File: src/rtl/aarm_pkg.sv
// Shared types, constants and elaboration-time tables of the axis-angle rotation unit.
package aarm_pkg;

   localparam int COORD_WIDTH         = 32;
   localparam int CORDIC_ITER_DEFAULT = 24;
   localparam int ATAN_SLOTS          = 60;

   // pipeline depths of the fixed sections
   localparam int ANGLE_LAT  = 4;
   localparam int AXIS_LAT   = 3;
   localparam int MATRIX_LAT = 3;
   localparam int SHIFT_LAT  = 3;

   localparam logic signed [63:0] CORDIC_X0 = 64'sd652032874 <<< 30;
   localparam logic signed [63:0] Q60_ONE   = 64'sd1 <<< 60;
   localparam logic signed [63:0] HALF_Q30  = 64'sd1 <<< 29;

   typedef logic [63:0] atan_tab_type [ATAN_SLOTS];

   typedef struct packed {
      logic signed [COORD_WIDTH-1:0] center_x;
      logic signed [COORD_WIDTH-1:0] center_y;
      logic signed [COORD_WIDTH-1:0] center_z;
      logic signed [31:0]            axis_x;
      logic signed [31:0]            axis_y;
      logic signed [31:0]            axis_z;
      logic signed [31:0]            angle_deg;
   } req_type;

   typedef struct packed {
      logic signed [31:0]            m11;
      logic signed [31:0]            m12;
      logic signed [31:0]            m13;
      logic signed [31:0]            m21;
      logic signed [31:0]            m22;
      logic signed [31:0]            m23;
      logic signed [31:0]            m31;
      logic signed [31:0]            m32;
      logic signed [31:0]            m33;
      logic signed [COORD_WIDTH-1:0] shift_x;
      logic signed [COORD_WIDTH-1:0] shift_y;
      logic signed [COORD_WIDTH-1:0] shift_z;
   } rsp_type;

   // clamped axis, rounded Q30 squares for the diagonal, rounded Q30 cross terms (xy, xz, yz)
   typedef struct packed {
      logic [2:0][31:0] u;
      logic [2:0][32:0] wd;
      logic [2:0][31:0] wo;
   } axis_terms_type;

   typedef struct packed {
      logic signed [63:0] x;
      logic signed [63:0] y;
      logic               flip;
   } cordic_type;

   typedef struct packed {
      logic [8:0][31:0] m;
   } mat_type;

   typedef struct packed {
      logic [2:0][COORD_WIDTH-1:0] c;
   } center_type;

   // restoring division, elaboration only
   function automatic logic [63:0] udiv64(input logic [63:0] a, input logic [63:0] b);
      logic [63:0] q;
      logic [63:0] r;
      q = '0;
      r = '0;
      for (int i = 63; i >= 0; i--) begin
         r = {r[62:0], a[i]};
         if (r >= b) begin
            r    = r - b;
            q[i] = 1'b1;
         end
      end
      return q;
   endfunction

   // truncated alternating series of atan(1/n) in Q60
   function automatic logic [63:0] atan_inv(input logic [63:0] n);
      logic [63:0] p;
      logic [63:0] sum;
      logic [63:0] t;
      logic [63:0] k;
      p   = udiv64(64'd1 << 60, n);
      sum = '0;
      k   = '0;
      while (p != 0) begin
         t = udiv64(p, (k << 1) + 64'd1);
         if (k[0]) begin
            sum = sum - t;
         end else begin
            sum = sum + t;
         end
         p = udiv64(udiv64(p, n), n);
         k = k + 64'd1;
      end
      return sum;
   endfunction

   function automatic atan_tab_type atan_table();
      atan_tab_type tab;
      tab[0] = atan_inv(64'd2) + atan_inv(64'd3);
      for (int i = 1; i < ATAN_SLOTS; i++) begin
         tab[i] = atan_inv(64'd1 << i);
      end
      return tab;
   endfunction

   localparam atan_tab_type ATAN_TAB = atan_table();

   // Q16.16 degrees to Q60 radians
   localparam logic [63:0] KQ_WORD = ((64'd4 * ATAN_TAB[0]) / 64'd180 + 64'd32768) >> 16;

endpackage

File: src/rtl/aarm_angle_reduce.sv
// Angle reduction modulo 360 degrees, quarter-turn fold and scaling to Q60 radians.
module aarm_angle_reduce import aarm_pkg::*; (
   input  logic               clock,
   input  logic               reset,
   input  logic               in_valid,
   input  logic signed [31:0] angle_in,
   output logic               out_valid,
   output logic signed [63:0] z_out,
   output logic               flip_out
);

   localparam logic signed [25:0] TURN    = 26'sd23592960;
   localparam logic signed [25:0] HALF    = 26'sd11796480;
   localparam logic signed [25:0] QUARTER = 26'sd5898240;
   localparam logic signed [39:0] KQ_S    = signed'({1'b0, KQ_WORD[38:0]});

   // stage 1: upper bits offset by 4096, quotient estimate by 45 (never above the true one)
   logic [12:0] v_in;
   logic [23:0] prod_q;
   logic        vld1_ff;
   logic [12:0] v1_ff;
   logic [7:0]  q1_ff;
   logic [18:0] lo1_ff;

   assign v_in   = {~angle_in[31], angle_in[30:19]};
   assign prod_q = v_in * 11'd1456;

   always_ff @(posedge clock) begin
      if (reset) begin
         vld1_ff <= 1'b0;
      end else begin
         vld1_ff <= in_valid;
      end
      v1_ff  <= v_in;
      q1_ff  <= prod_q[23:16];
      lo1_ff <= angle_in[18:0];
   end

   // stage 2: remainder, correct once, undo the offset
   logic [13:0] qm;
   logic [13:0] rem;
   logic [5:0]  rc;
   logic [5:0]  rm;
   logic        vld2_ff;
   logic [24:0] ang2_ff;

   always_comb begin
      qm  = q1_ff * 6'd45;
      rem = {1'b0, v1_ff} - qm;
      rc  = (rem >= 14'd45) ? 6'(rem - 14'd45) : rem[5:0];
      rm  = (rc == 6'd0) ? 6'd44 : rc - 6'd1;
   end

   always_ff @(posedge clock) begin
      if (reset) begin
         vld2_ff <= 1'b0;
      end else begin
         vld2_ff <= vld1_ff;
      end
      ang2_ff <= {rm, lo1_ff};
   end

   // stage 3: into (-180,180], then fold into [-90,90]
   logic signed [25:0] a_w;
   logic signed [25:0] a_f;
   logic               flip_w;
   logic               vld3_ff;
   logic signed [23:0] ang3_ff;
   logic               flip3_ff;

   always_comb begin
      a_w = signed'({1'b0, ang2_ff});
      if (a_w > HALF) begin
         a_w = a_w - TURN;
      end
      flip_w = 1'b0;
      a_f    = a_w;
      priority if (a_w > QUARTER) begin
         a_f    = HALF - a_w;
         flip_w = 1'b1;
      end else if (a_w < -QUARTER) begin
         a_f    = -HALF - a_w;
         flip_w = 1'b1;
      end
   end

   always_ff @(posedge clock) begin
      if (reset) begin
         vld3_ff <= 1'b0;
      end else begin
         vld3_ff <= vld2_ff;
      end
      ang3_ff  <= a_f[23:0];
      flip3_ff <= flip_w;
   end

   // stage 4: Q60 radians
   logic signed [63:0] z_w;
   logic               vld4_ff;
   logic signed [63:0] z4_ff;
   logic               flip4_ff;

   assign z_w = ang3_ff * KQ_S;

   always_ff @(posedge clock) begin
      if (reset) begin
         vld4_ff <= 1'b0;
      end else begin
         vld4_ff <= vld3_ff;
      end
      z4_ff    <= z_w;
      flip4_ff <= flip3_ff;
   end

   assign out_valid = vld4_ff;
   assign z_out     = z4_ff;
   assign flip_out  = flip4_ff;

endmodule

File: config.mk
export PLATFORM = sky130hd
export DESIGN_NAME = aarm_angle_reduce
export DESIGN_NICKNAME = d
export VERILOG_FILES = /design/src/rtl/aarm_pkg.sv /design/src/rtl/aarm_angle_reduce.sv
export SDC_FILE = /design/constraint.sdc
export NUM_CORES = 1
export LEC_CHECK = 0
export ABC_AREA = 1
export ABC_CLOCK_PERIOD_IN_PS = 7600
export BUFFER_PORTS_ARGS = -buffer_cell sky130_fd_sc_hd__buf_2
export CORE_ASPECT_RATIO = 0.8
export CORE_MARGIN = 4
export CORE_UTILIZATION = 55
export CTS_BUF_LIST = sky130_fd_sc_hd__clkbuf_16
export CTS_CLUSTER_SIZE = 14
export DETAILED_ROUTE_END_ITERATION = 16
export GPL_ROUTABILITY_DRIVEN = 0
export GPL_TIMING_DRIVEN = 0
export PLACE_DENSITY = 0.81
export SLEW_MARGIN = 40
export SYNTH_ARGS = -nofsm -noshare
export SYNTH_HDL_FRONTEND = slang
export SYNTH_SLANG_ARGS = --single-unit
File: constraint.sdc
create_clock -name clock -period 7.6 [get_ports clock]
set_input_delay 1.52 -clock clock [delete_from_list [all_inputs] [get_ports clock]]
set_output_delay 1.52 -clock clock [all_outputs]
set_load 0.03 [all_outputs]
==> results of run 1 <==
==> final timing paths <==
| check | cells after the start | to | slack [ns] | from |
|---|---|---|---|---|
| worst min-delay path | 0 | ang2_ff[9] | 0.33 | lo1_ff[9] |
| worst max-delay path | 23 | z_out[60] | 0.37 | ang3_ff[23] |
| worst max register to register | 23 | z_out[60] | 0.37 | ang3_ff[23] |
| worst min register to register | 0 | ang2_ff[9] | 0.33 | lo1_ff[9] |
==> through the flow <==
step	worst slack (ns)	hold WS [ns]	instances
after floorplan	1.633	0.3096	2682
after global placement	0.5113	0.3109	3333
after detailed placement	0.4255	0.3121	3333
after CTS	0.3944	0.3267	3363
after global routing	0.1750	0.3387	3364
final	0.3736	0.3266	3364
==> cell families (layout without fill, tap and decap cells) <==
family,after synthesis,count (layout),share of synthesized area [%]
XOR/XNOR,101,101,3.838
buffers and inverters,764,893,12.54
adder cells (fa/ha/maj),760,760,52.31
other,1,2,0.01613
AO/OA/AOI/OAI,219,219,5.405
AND/OR/NAND/NOR,679,679,12.28
flip-flops,158,158,13.61
==> registers in the layout (all words and copies together), names as in the netlist <==
register	flops
flip3_ff	1
vld1_ff	1
ang2_ff	25
q1_ff	8
ang3_ff	24
flip_out	1
z_out	63
v1_ff	13
out_valid	1
vld2_ff	1
vld3_ff	1
lo1_ff	19
==> placed cells by master, fill, tap and decap left out, types with 2 or more instances in the layout <==
cell type   count
o21ai_1         5
clkbuf_16      17
inv_2           4
buf_4           2
nand3_1        89
inv_1         746
a31oi_1        14
nor2_1        146
buf_2         105
nand4_1        16
a21boi_0        2
nand3_2         2
o211ai_1        4
ha_1          407
nor4_1          5
o21a_1          8
xnor2_1        27
inv_8           2
nor3_1         11
o21bai_1        9
nor2_2          3
o221ai_1        2
xor2_1         73
clkbuf_1        2
nand2_1       376
a21o_1         19
nand2_4         2
buf_6           2
or2_2           7
clkinv_2        2
a211oi_1        2
o21ai_0        50
inv_6           5
o21ai_2         3
dfxtp_1       155
a21oi_1        97
dfxtp_2         3
clkinvlp_4      4
nand2_2        16
fa_1          353
==> layer usage <==
| metal | vias to the layer above | track usage [%] | wire [um] |
|---|---|---|---|
| met4 | 2 | 10.98 | 2996 |
| met3 | 219 | 7.967 | 6450 |
| met1 | 8648 | 33.59 | 23310 |
| li1 | 8362 | - | - |
| met5 | - | 0 | 17 |
| met2 | 960 | 44.44 | 27180 |
==> worst reg2reg max path: stages (launching register included) <==
cell	delay (ns)
dfxtp_1	0.74
ha_1	0.47
xor2_1	0.21
ha_1	0.23
or2_2	0.31
fa_1	0.46
fa_1	0.55
inv_1	0.07
fa_1	0.56
inv_1	0.07
fa_1	0.54
inv_1	0.06
fa_1	0.61
inv_1	0.06
ha_1	0.34
nand2_1	0.13
nor2_1	0.26
nand2_1	0.11
nor3_1	0.36
nand4_1	0.22
nand3_1	0.25
a21o_1	0.25
a21oi_1	0.11
xor2_1	0.15
==> area by class of cell <==
class / count / share of cell area (%)
Timing Repair Buffer: 99 / 1.982
Sequential cell: 158 / 12.67
Buffer: 13 / 0.3805
Inverter: 751 / 11.28
Tap cell: 552 / 2.763
Antenna cell: 1 / 0.01001
Clock buffer: 17 / 1.702
Clock inverter: 13 / 0.5257
Multi-Input combinational cell: 1760 / 68.68
==> impl_metrics.yaml, run 1 <==
yosys:
  synthDistinctLibCells: 48
  synthTopCellsByCount: "inv_1 (746), ha_1 (407), nand2_1 (376)"
  post_synth.cell_area_avg_sq_um: 8.666
  postSynthCellCount: 2682
  synth_top_area_share_pct: 30.40
  synth_fp_nets: 3477
  async_flop_share_pct: 0
  yosysTopAreaCell: "fa_1"
  yosysWarnings: 0
  synth_area_sq_um: 23240
  synthFlopType: "dfxtp_1"
  synth_most_common_cell: "inv_1"
  synth_area_leaders: "fa_1 (30%), ha_1 (22%), dfxtp_1 (14%)"
  synth_edf_count: 0
  ys_ff_latch: 158
  yosysSeqAreaShare_pct: 13.61
timing:
  finClkSkew_ns: 0.009479
  post-route-period-util_pct: 95.08
  drv_slew: 0
  rsz0062_at_grt: "no"
  timing.fmax_mhz: 138.4
  finalSetupViolations: 0
  fin_crit_ns: 7.226
  worst_slew_pin_slew_ns: 0.8932
  max-slew-margin-rel_pct: 40.37
  setup_tns_ns: 0
  final_hold_viol_count: 0
floorplan:
  row_count: 67
  coreArea_sq_um: 41830
  initial_utilization_pct: 55.56
  io_pins: 101
  die_w_um: 237.8
  die_y_um: 191.9
  die_area_sq_um: 45630
layout:
  multi_input_area_sq_um: 17170
  post-route-util_pct: 59.75
  area_delta_synth_final_pct: 7.525
  design_area_sq_um: 24990
  nFillCells: 3341
  drive_above_1_share_pct: 6.617
  num-nets-final: 3595
  seqCellArea_sq_um: 3167
cts:
  cts_root_buf: "clkbuf_16"
  cts_setup_buffers: 0
  tritoncts: "built"
  worstSkewPairLatency_ns: 0.44
  cts_made_buffers: 17
  clkSlewWorstSetupHoldPaths_ns: 0.07
  h-tree-depth: 4
  cts_sinks: 158
  clk_path_buf_depth: 2
  cts_hold_buffers: 0
  post_cts_resized: 0
global_routing:
  grt_max_degree: 17
  grt_pass1_vias: 18830
  overflow: 0
  track_usage_pct: 27.02
  grt_pass1_wl_mm: 96.97
  antenna_found_initial: 2
critical_path:
  path_delay_family: "adder cells"
  critPathKind: "register to register"
  end_kind: "register"
  cp_cell_sequence: "ha_1 -> xor2_1 -> ha_1 -> or2_2 -> fa_1 -> fa_1 -> inv_1 -> fa_1 -> inv_1 -> fa_1 -> inv_1 -> fa_1 -> inv_1 -> ha_1 -> nand2_1 -> nor2_1 -> nand2_1 -> nor3_1 -> nand4_1 -> nand3_1 -> a21o_1 -> a21oi_1 -> xor2_1"
  cp_max_fo: 9
  crit_buf_inv: 4
  required_ns: 7.93
  slowest_stage: "dfxtp_1"
  critPathMaxStageDelay_ns: 0.74
  crit_top_cell: "fa_1"
  cp-start-kind: "register"
  critical_path_arrival_ns: 7.56
placed_design:
  hpwlAfterDp_mm: 52.10
  dpl_cell_area_sq_um: 24430
  port_buffers: 99
detailed_routing:
  vias: 18190
  dr.first_iter.drc_count: 1528
  drc: 0
  ant_nets: 0
  vias_per_cell: 5.408
  drt-pass1-iter-count: 6
  wl_per_cell_um: 17.82
  wirelength_mm: 59.96
min_path:
  hp-class: "register to register"
outcome:
  status: "completed"
flow_run:
  drv_cap: 0
Power of run 1 is not shown: default switching activity piles up to over one toggle a cycle in this logic, so the estimate is an artifact.
==> run 2: changes to the inputs <==
--- a/config.mk
+++ b/config.mk
@@ -8,15 +8,17 @@
 export ABC_AREA = 1
 export ABC_CLOCK_PERIOD_IN_PS = 7600
 export BUFFER_PORTS_ARGS = -buffer_cell sky130_fd_sc_hd__buf_2
+export CELL_PAD_IN_SITES_DETAIL_PLACEMENT = 1
+export CELL_PAD_IN_SITES_GLOBAL_PLACEMENT = 2
 export CORE_ASPECT_RATIO = 0.8
 export CORE_MARGIN = 4
-export CORE_UTILIZATION = 55
+export CORE_UTILIZATION = 40
 export CTS_BUF_LIST = sky130_fd_sc_hd__clkbuf_16
 export CTS_CLUSTER_SIZE = 14
 export DETAILED_ROUTE_END_ITERATION = 16
 export GPL_ROUTABILITY_DRIVEN = 0
 export GPL_TIMING_DRIVEN = 0
-export PLACE_DENSITY = 0.81
+export PLACE_DENSITY = 0.91
 export SLEW_MARGIN = 40
 export SYNTH_ARGS = -nofsm -noshare
 export SYNTH_HDL_FRONTEND = slang
==> run 2 against run 1 <==
Effect of this change:
- critical path depth down 2
- first-iteration DRC count shrank 48%
- global-route usage fell by 3.8 points
- register-to-register slack worse by 0.07 ns
- clock skew grew 0.015 ns
- sequential cell count is the same
- hold slack about the same
- setup slack lost 0.068 ns
- die area up 36%
- highest routed layer is now met4
==> impl_metrics.yaml, run 2 (synthesis gave the netlist of run 1 again) <==
detailed_routing:
  vias: 17660
  ant_nets: 0
  vias_per_cell: 4.943
  drt-pass1-iter-count: 4
  drc: 0
  dr.first_iter.drc_count: 799
  wl_per_cell_um: 19.72
  wirelength_mm: 70.46
cts:
  cts_sinks: 158
  cts_made_buffers: 17
  clkSlewWorstSetupHoldPaths_ns: 0.08
  cts_root_buf: "clkbuf_16"
  clk_path_buf_depth: 2
  worstSkewPairLatency_ns: 0.47
  tritoncts: "built"
  h-tree-depth: 4
  cts_setup_buffers: 0
timing:
  drv_slew: 0
  finalSetupViolations: 0
  max-slew-margin-rel_pct: 38.36
  post-route-period-util_pct: 95.98
  rsz0062_at_grt: "no"
  final_hold_viol_count: 0
  setup_tns_ns: 0
  fin_crit_ns: 7.295
  worst_slew_pin_slew_ns: 0.9234
  timing.fmax_mhz: 137.1
  finClkSkew_ns: 0.02447
layout:
  diodes: 0
  area_delta_synth_final_pct: 8.753
  design_area_sq_um: 25280
  drive_above_1_share_pct: 6.612
  final_cells: 3573
  num-nets-final: 3595
  final_common_cell: "inv_1"
  largest_reg_flops: 63
  final_cell_mix: "inv_1 (746), ha_1 (407), nand2_1 (376)"
critical_path:
  cp-start-kind: "register"
  critical_path_arrival_ns: 7.65
  required_ns: 7.96
  end_kind: "register"
  reg2reg_from: "ang3_ff[9]"
  critPathMaxStageDelay_ns: 0.93
  ff2ff_setup_slack_ns: 0.31
  r2r-end: "z_out[60]"
  cp_max_fo: 8
  ff2ff_path_depth: 21
  cp_cell_sequence: "ha_1 -> inv_1 -> fa_1 -> inv_1 -> fa_1 -> fa_1 -> fa_1 -> fa_1 -> inv_1 -> fa_1 -> inv_1 -> ha_1 -> nand2_1 -> nor2_1 -> inv_1 -> nor3_1 -> nand4_1 -> nand3_1 -> a21o_1 -> a21oi_1 -> xor2_1"
  critPathKind: "register to register"
  crit_top_cell: "fa_1"
  slowest_stage: "dfxtp_1"
placed_design:
  dpl_cell_area_sq_um: 24690
  port_buffers: 99
  dp_cells: 3541
  hpwlAfterDp_mm: 62.54
floorplan:
  coreArea_sq_um: 57090
  row_count: 78
  die_w_um: 277.5
  initial_utilization_pct: 40.71
  die_area_sq_um: 62050
  io_pins: 101
  die_y_um: 223.6
global_routing:
  grt_pass1_vias: 20130
  grt_max_degree: 17
  overflow: 0
  track_usage_pct: 23.24
  antenna_found_initial: 2
  grt_pass1_wl_mm: 111.5
min_path:
  min_from: "lo1_ff[14]"
  holdPathStages: 0
  hp-class: "register to register"
  min_to: "ang2_ff[14]"
outcome:
  status: "completed"
flow_run:
  drv_cap: 0
==> run 2: worst max path at each step <==
stage / cells past startpoint / endpoint / from
floorplan: 23 / z_out[63] / ang3_ff[4]
global route: 21 / z_out[60] / ang3_ff[8]
global placement: 23 / z_out[63] / ang3_ff[4]
detailed placement: 25 / z_out[63] / ang3_ff[23]
finish: 21 / z_out[60] / ang3_ff[9]
CTS: 25 / z_out[63] / ang3_ff[23]
==> run 2: layer usage <==
metal	track usage (%)	vias up	wire length, um
met1	29.81	8786	30700
met3	5.200	131	4047
met2	38.83	402	33090
li1	-	8342	-
met4	8.346	0	2623
met5	0	-	0
==> run 2: critical path, delay by kind of cell (launching register included) <==
family	cells	cell delay (ns)
buffers and inverters	5	0.40
AO/OA/AOI/OAI	2	0.39
AND/OR/NAND/NOR	5	1.13
flip-flops	1	0.93
adder cells (fa/ha/maj)	8	4.16
XOR/XNOR	1	0.16
==> run 2: cell type report <==
class,count,area [sq um]
plain buffers,13,95.09
clock buffers,17,425.4
clock inverters,15,157.7
fillers,6813,31810
inverters,751,2820
multi-input cells,1760,17170
flip-flops and latches,158,3168
well taps,760,950.9
repair buffers,99,495.5
==> run 2: stage by stage <==
stage               worst slack [ns]  utilization, %  hold WS [ns]
floorplan                      1.633               -        0.3096
global placement              0.3823           43.25        0.3134
detailed placement            0.2848           43.25        0.3143
CTS                           0.2161           44.27        0.3283
global route                0.006122           44.28        0.3256
finish                        0.3054           44.28        0.3271
==> run 2: repair_timing <==
action	in CTS	in global routing
hold endpoints to repair	0	0
gates resized for setup	0	2
hold buffers	0	0
endpoints found under the setup margin	0	2
Power of run 2 is left out for the same reason.
==> run 3: changes to the inputs <==
--- a/config.mk
+++ b/config.mk
@@ -18,7 +18,7 @@
 export DETAILED_ROUTE_END_ITERATION = 16
 export GPL_ROUTABILITY_DRIVEN = 0
 export GPL_TIMING_DRIVEN = 0
-export PLACE_DENSITY = 0.91
+export PLACE_DENSITY_LB_ADDON = 0.1
 export SLEW_MARGIN = 40
 export SYNTH_ARGS = -nofsm -noshare
 export SYNTH_HDL_FRONTEND = slang
==> run 3 against run 2 <==
Effect of this change:
- global-route usage up 0.11 points
- cell count about the same
- routed wire length down 0.23%
- setup slack better by 0.11 ns
- final area about the same
- first-iteration DRC count up 15%
- critical endpoint is now z_out[63]
==> impl_metrics.yaml, run 3 (synthesis gave the netlist of run 1 again) <==
timing:
  max-slew-margin-rel_pct: 43.22
  drv_slew: 0
  setup_tns_ns: 0
  worst_slew_pin_slew_ns: 0.8505
  post-route-period-util_pct: 94.59
  finClkSkew_ns: 0.02007
  timing.fmax_mhz: 139.1
  rsz0062_at_grt: "no"
  final_hold_viol_count: 0
  finalSetupViolations: 0
  fin_crit_ns: 7.189
layout:
  largest_reg_flops: 63
  design_area_sq_um: 25250
  area_delta_synth_final_pct: 8.650
  num-nets-final: 3595
  final_cell_mix: "inv_1 (747), ha_1 (407), nand2_1 (376)"
  drive_above_1_share_pct: 6.648
  final_common_cell: "inv_1"
critical_path:
  path_delay_family: "adder cells"
  crit_top_cell: "fa_1"
  end_kind: "register"
  critPathKind: "register to register"
  critPathMaxStageDelay_ns: 0.79
  critical_path_arrival_ns: 7.55
  crit_buf_inv: 4
  cp_max_fo: 9
  cp-start-kind: "register"
  slowest_stage: "dfxtp_1"
  required_ns: 7.96
floorplan:
  initial_utilization_pct: 40.71
  die_y_um: 223.6
  row_count: 78
  io_pins: 101
  die_area_sq_um: 62050
  die_w_um: 277.5
  coreArea_sq_um: 57090
global_routing:
  grt_pass1_wl_mm: 111.2
  overflow: 0
  track_usage_pct: 23.35
  antenna_found_initial: 3
  grt_pass1_vias: 19120
  grt_max_degree: 17
detailed_routing:
  vias: 17130
  ant_nets: 0
  drc: 0
  drt-pass1-iter-count: 5
  dr.first_iter.drc_count: 920
  vias_per_cell: 4.791
  wl_per_cell_um: 19.66
  wirelength_mm: 70.30
cts:
  clkSlewWorstSetupHoldPaths_ns: 0.07
  post_cts_resized: 0
  cts_hold_buffers: 0
  clk_path_buf_depth: 2
  worstSkewPairLatency_ns: 0.48
  cts_sinks: 158
  h-tree-depth: 4
  cts_root_buf: "clkbuf_16"
  cts_made_buffers: 17
  cts_setup_buffers: 0
  tritoncts: "built"
min_path:
  hp-class: "register to register"
placed_design:
  dpl_cell_area_sq_um: 24690
  port_buffers: 99
  hpwlAfterDp_mm: 62.90
flow_run:
  drv_cap: 0
outcome:
  status: "completed"
run 3: worst register-to-register path, stage by stage, from the launching register on:
cell and delay [ns]:
dfxtp_1 0.79, ha_1 0.47, xor2_1 0.26, ha_1 0.26, or2_2 0.31, fa_1 0.49
fa_1 0.55, inv_1 0.08, fa_1 0.56, inv_1 0.07, fa_1 0.54, inv_1 0.06
fa_1 0.56, inv_1 0.05, ha_1 0.35, a21oi_1 0.23, o21ai_0 0.15, a21oi_1 0.14
o21ai_0 0.18, a21oi_1 0.34, o21bai_1 0.16, nand2_1 0.09, nand2_1 0.09, nand2_1 0.09
nand2_1 0.08, xor2_1 0.15
run 3: path summary, 6_finish.rpt:
check	from	endpoint	slack (ns)	cells after the start
worst max-delay path	ang3_ff[23]	z_out[63]	0.41	25
worst min-delay path	lo1_ff[1]	ang2_ff[1]	0.33	0
worst max register to register	ang3_ff[23]	z_out[63]	0.41	25
worst min register to register	lo1_ff[1]	ang2_ff[1]	0.33	0
run 3: layout make-up:
class                           count  area [sq um]
Antenna cell                        2         5.005
Buffer                             13         95.09
Clock buffer                       17         425.4
Clock inverter                     15         128.9
Fill cell                        6826         31840
Inverter                          751          2820
Multi-Input combinational cell   1760         17170
Sequential cell                   158          3168
Tap cell                          760         950.9
Timing Repair Buffer               99         495.5
run 3: routing by layer:
layer  part of all wire, %  wire length, um  global-route usage, %  up-vias
li1                      -                -                      -     8354
met3                   5.5             3834                  4.877       76
met5                     0                0                      0        -
met2                    43            30180                  35.78      275
met4                   2.0             1373                  5.520        0
met1                    50            34910                  34.01     8424
run 3: per-stage QoR:
step / worst slack, ns / utilization [%] / hold WS [ns] / cells
floorplan: 1.633 / - / 0.3096 / 2682
global placement: 0.4083 / 43.25 / 0.3125 / 3541
detailed placement: 0.4233 / 43.25 / 0.3132 / 3541
CTS: 0.3784 / 44.22 / 0.3292 / 3573
global route: 0.06016 / 44.23 / 0.3359 / 3573
finish: 0.4110 / 44.23 / 0.3266 / 3575
Power of run 3 is left out for the same reason.
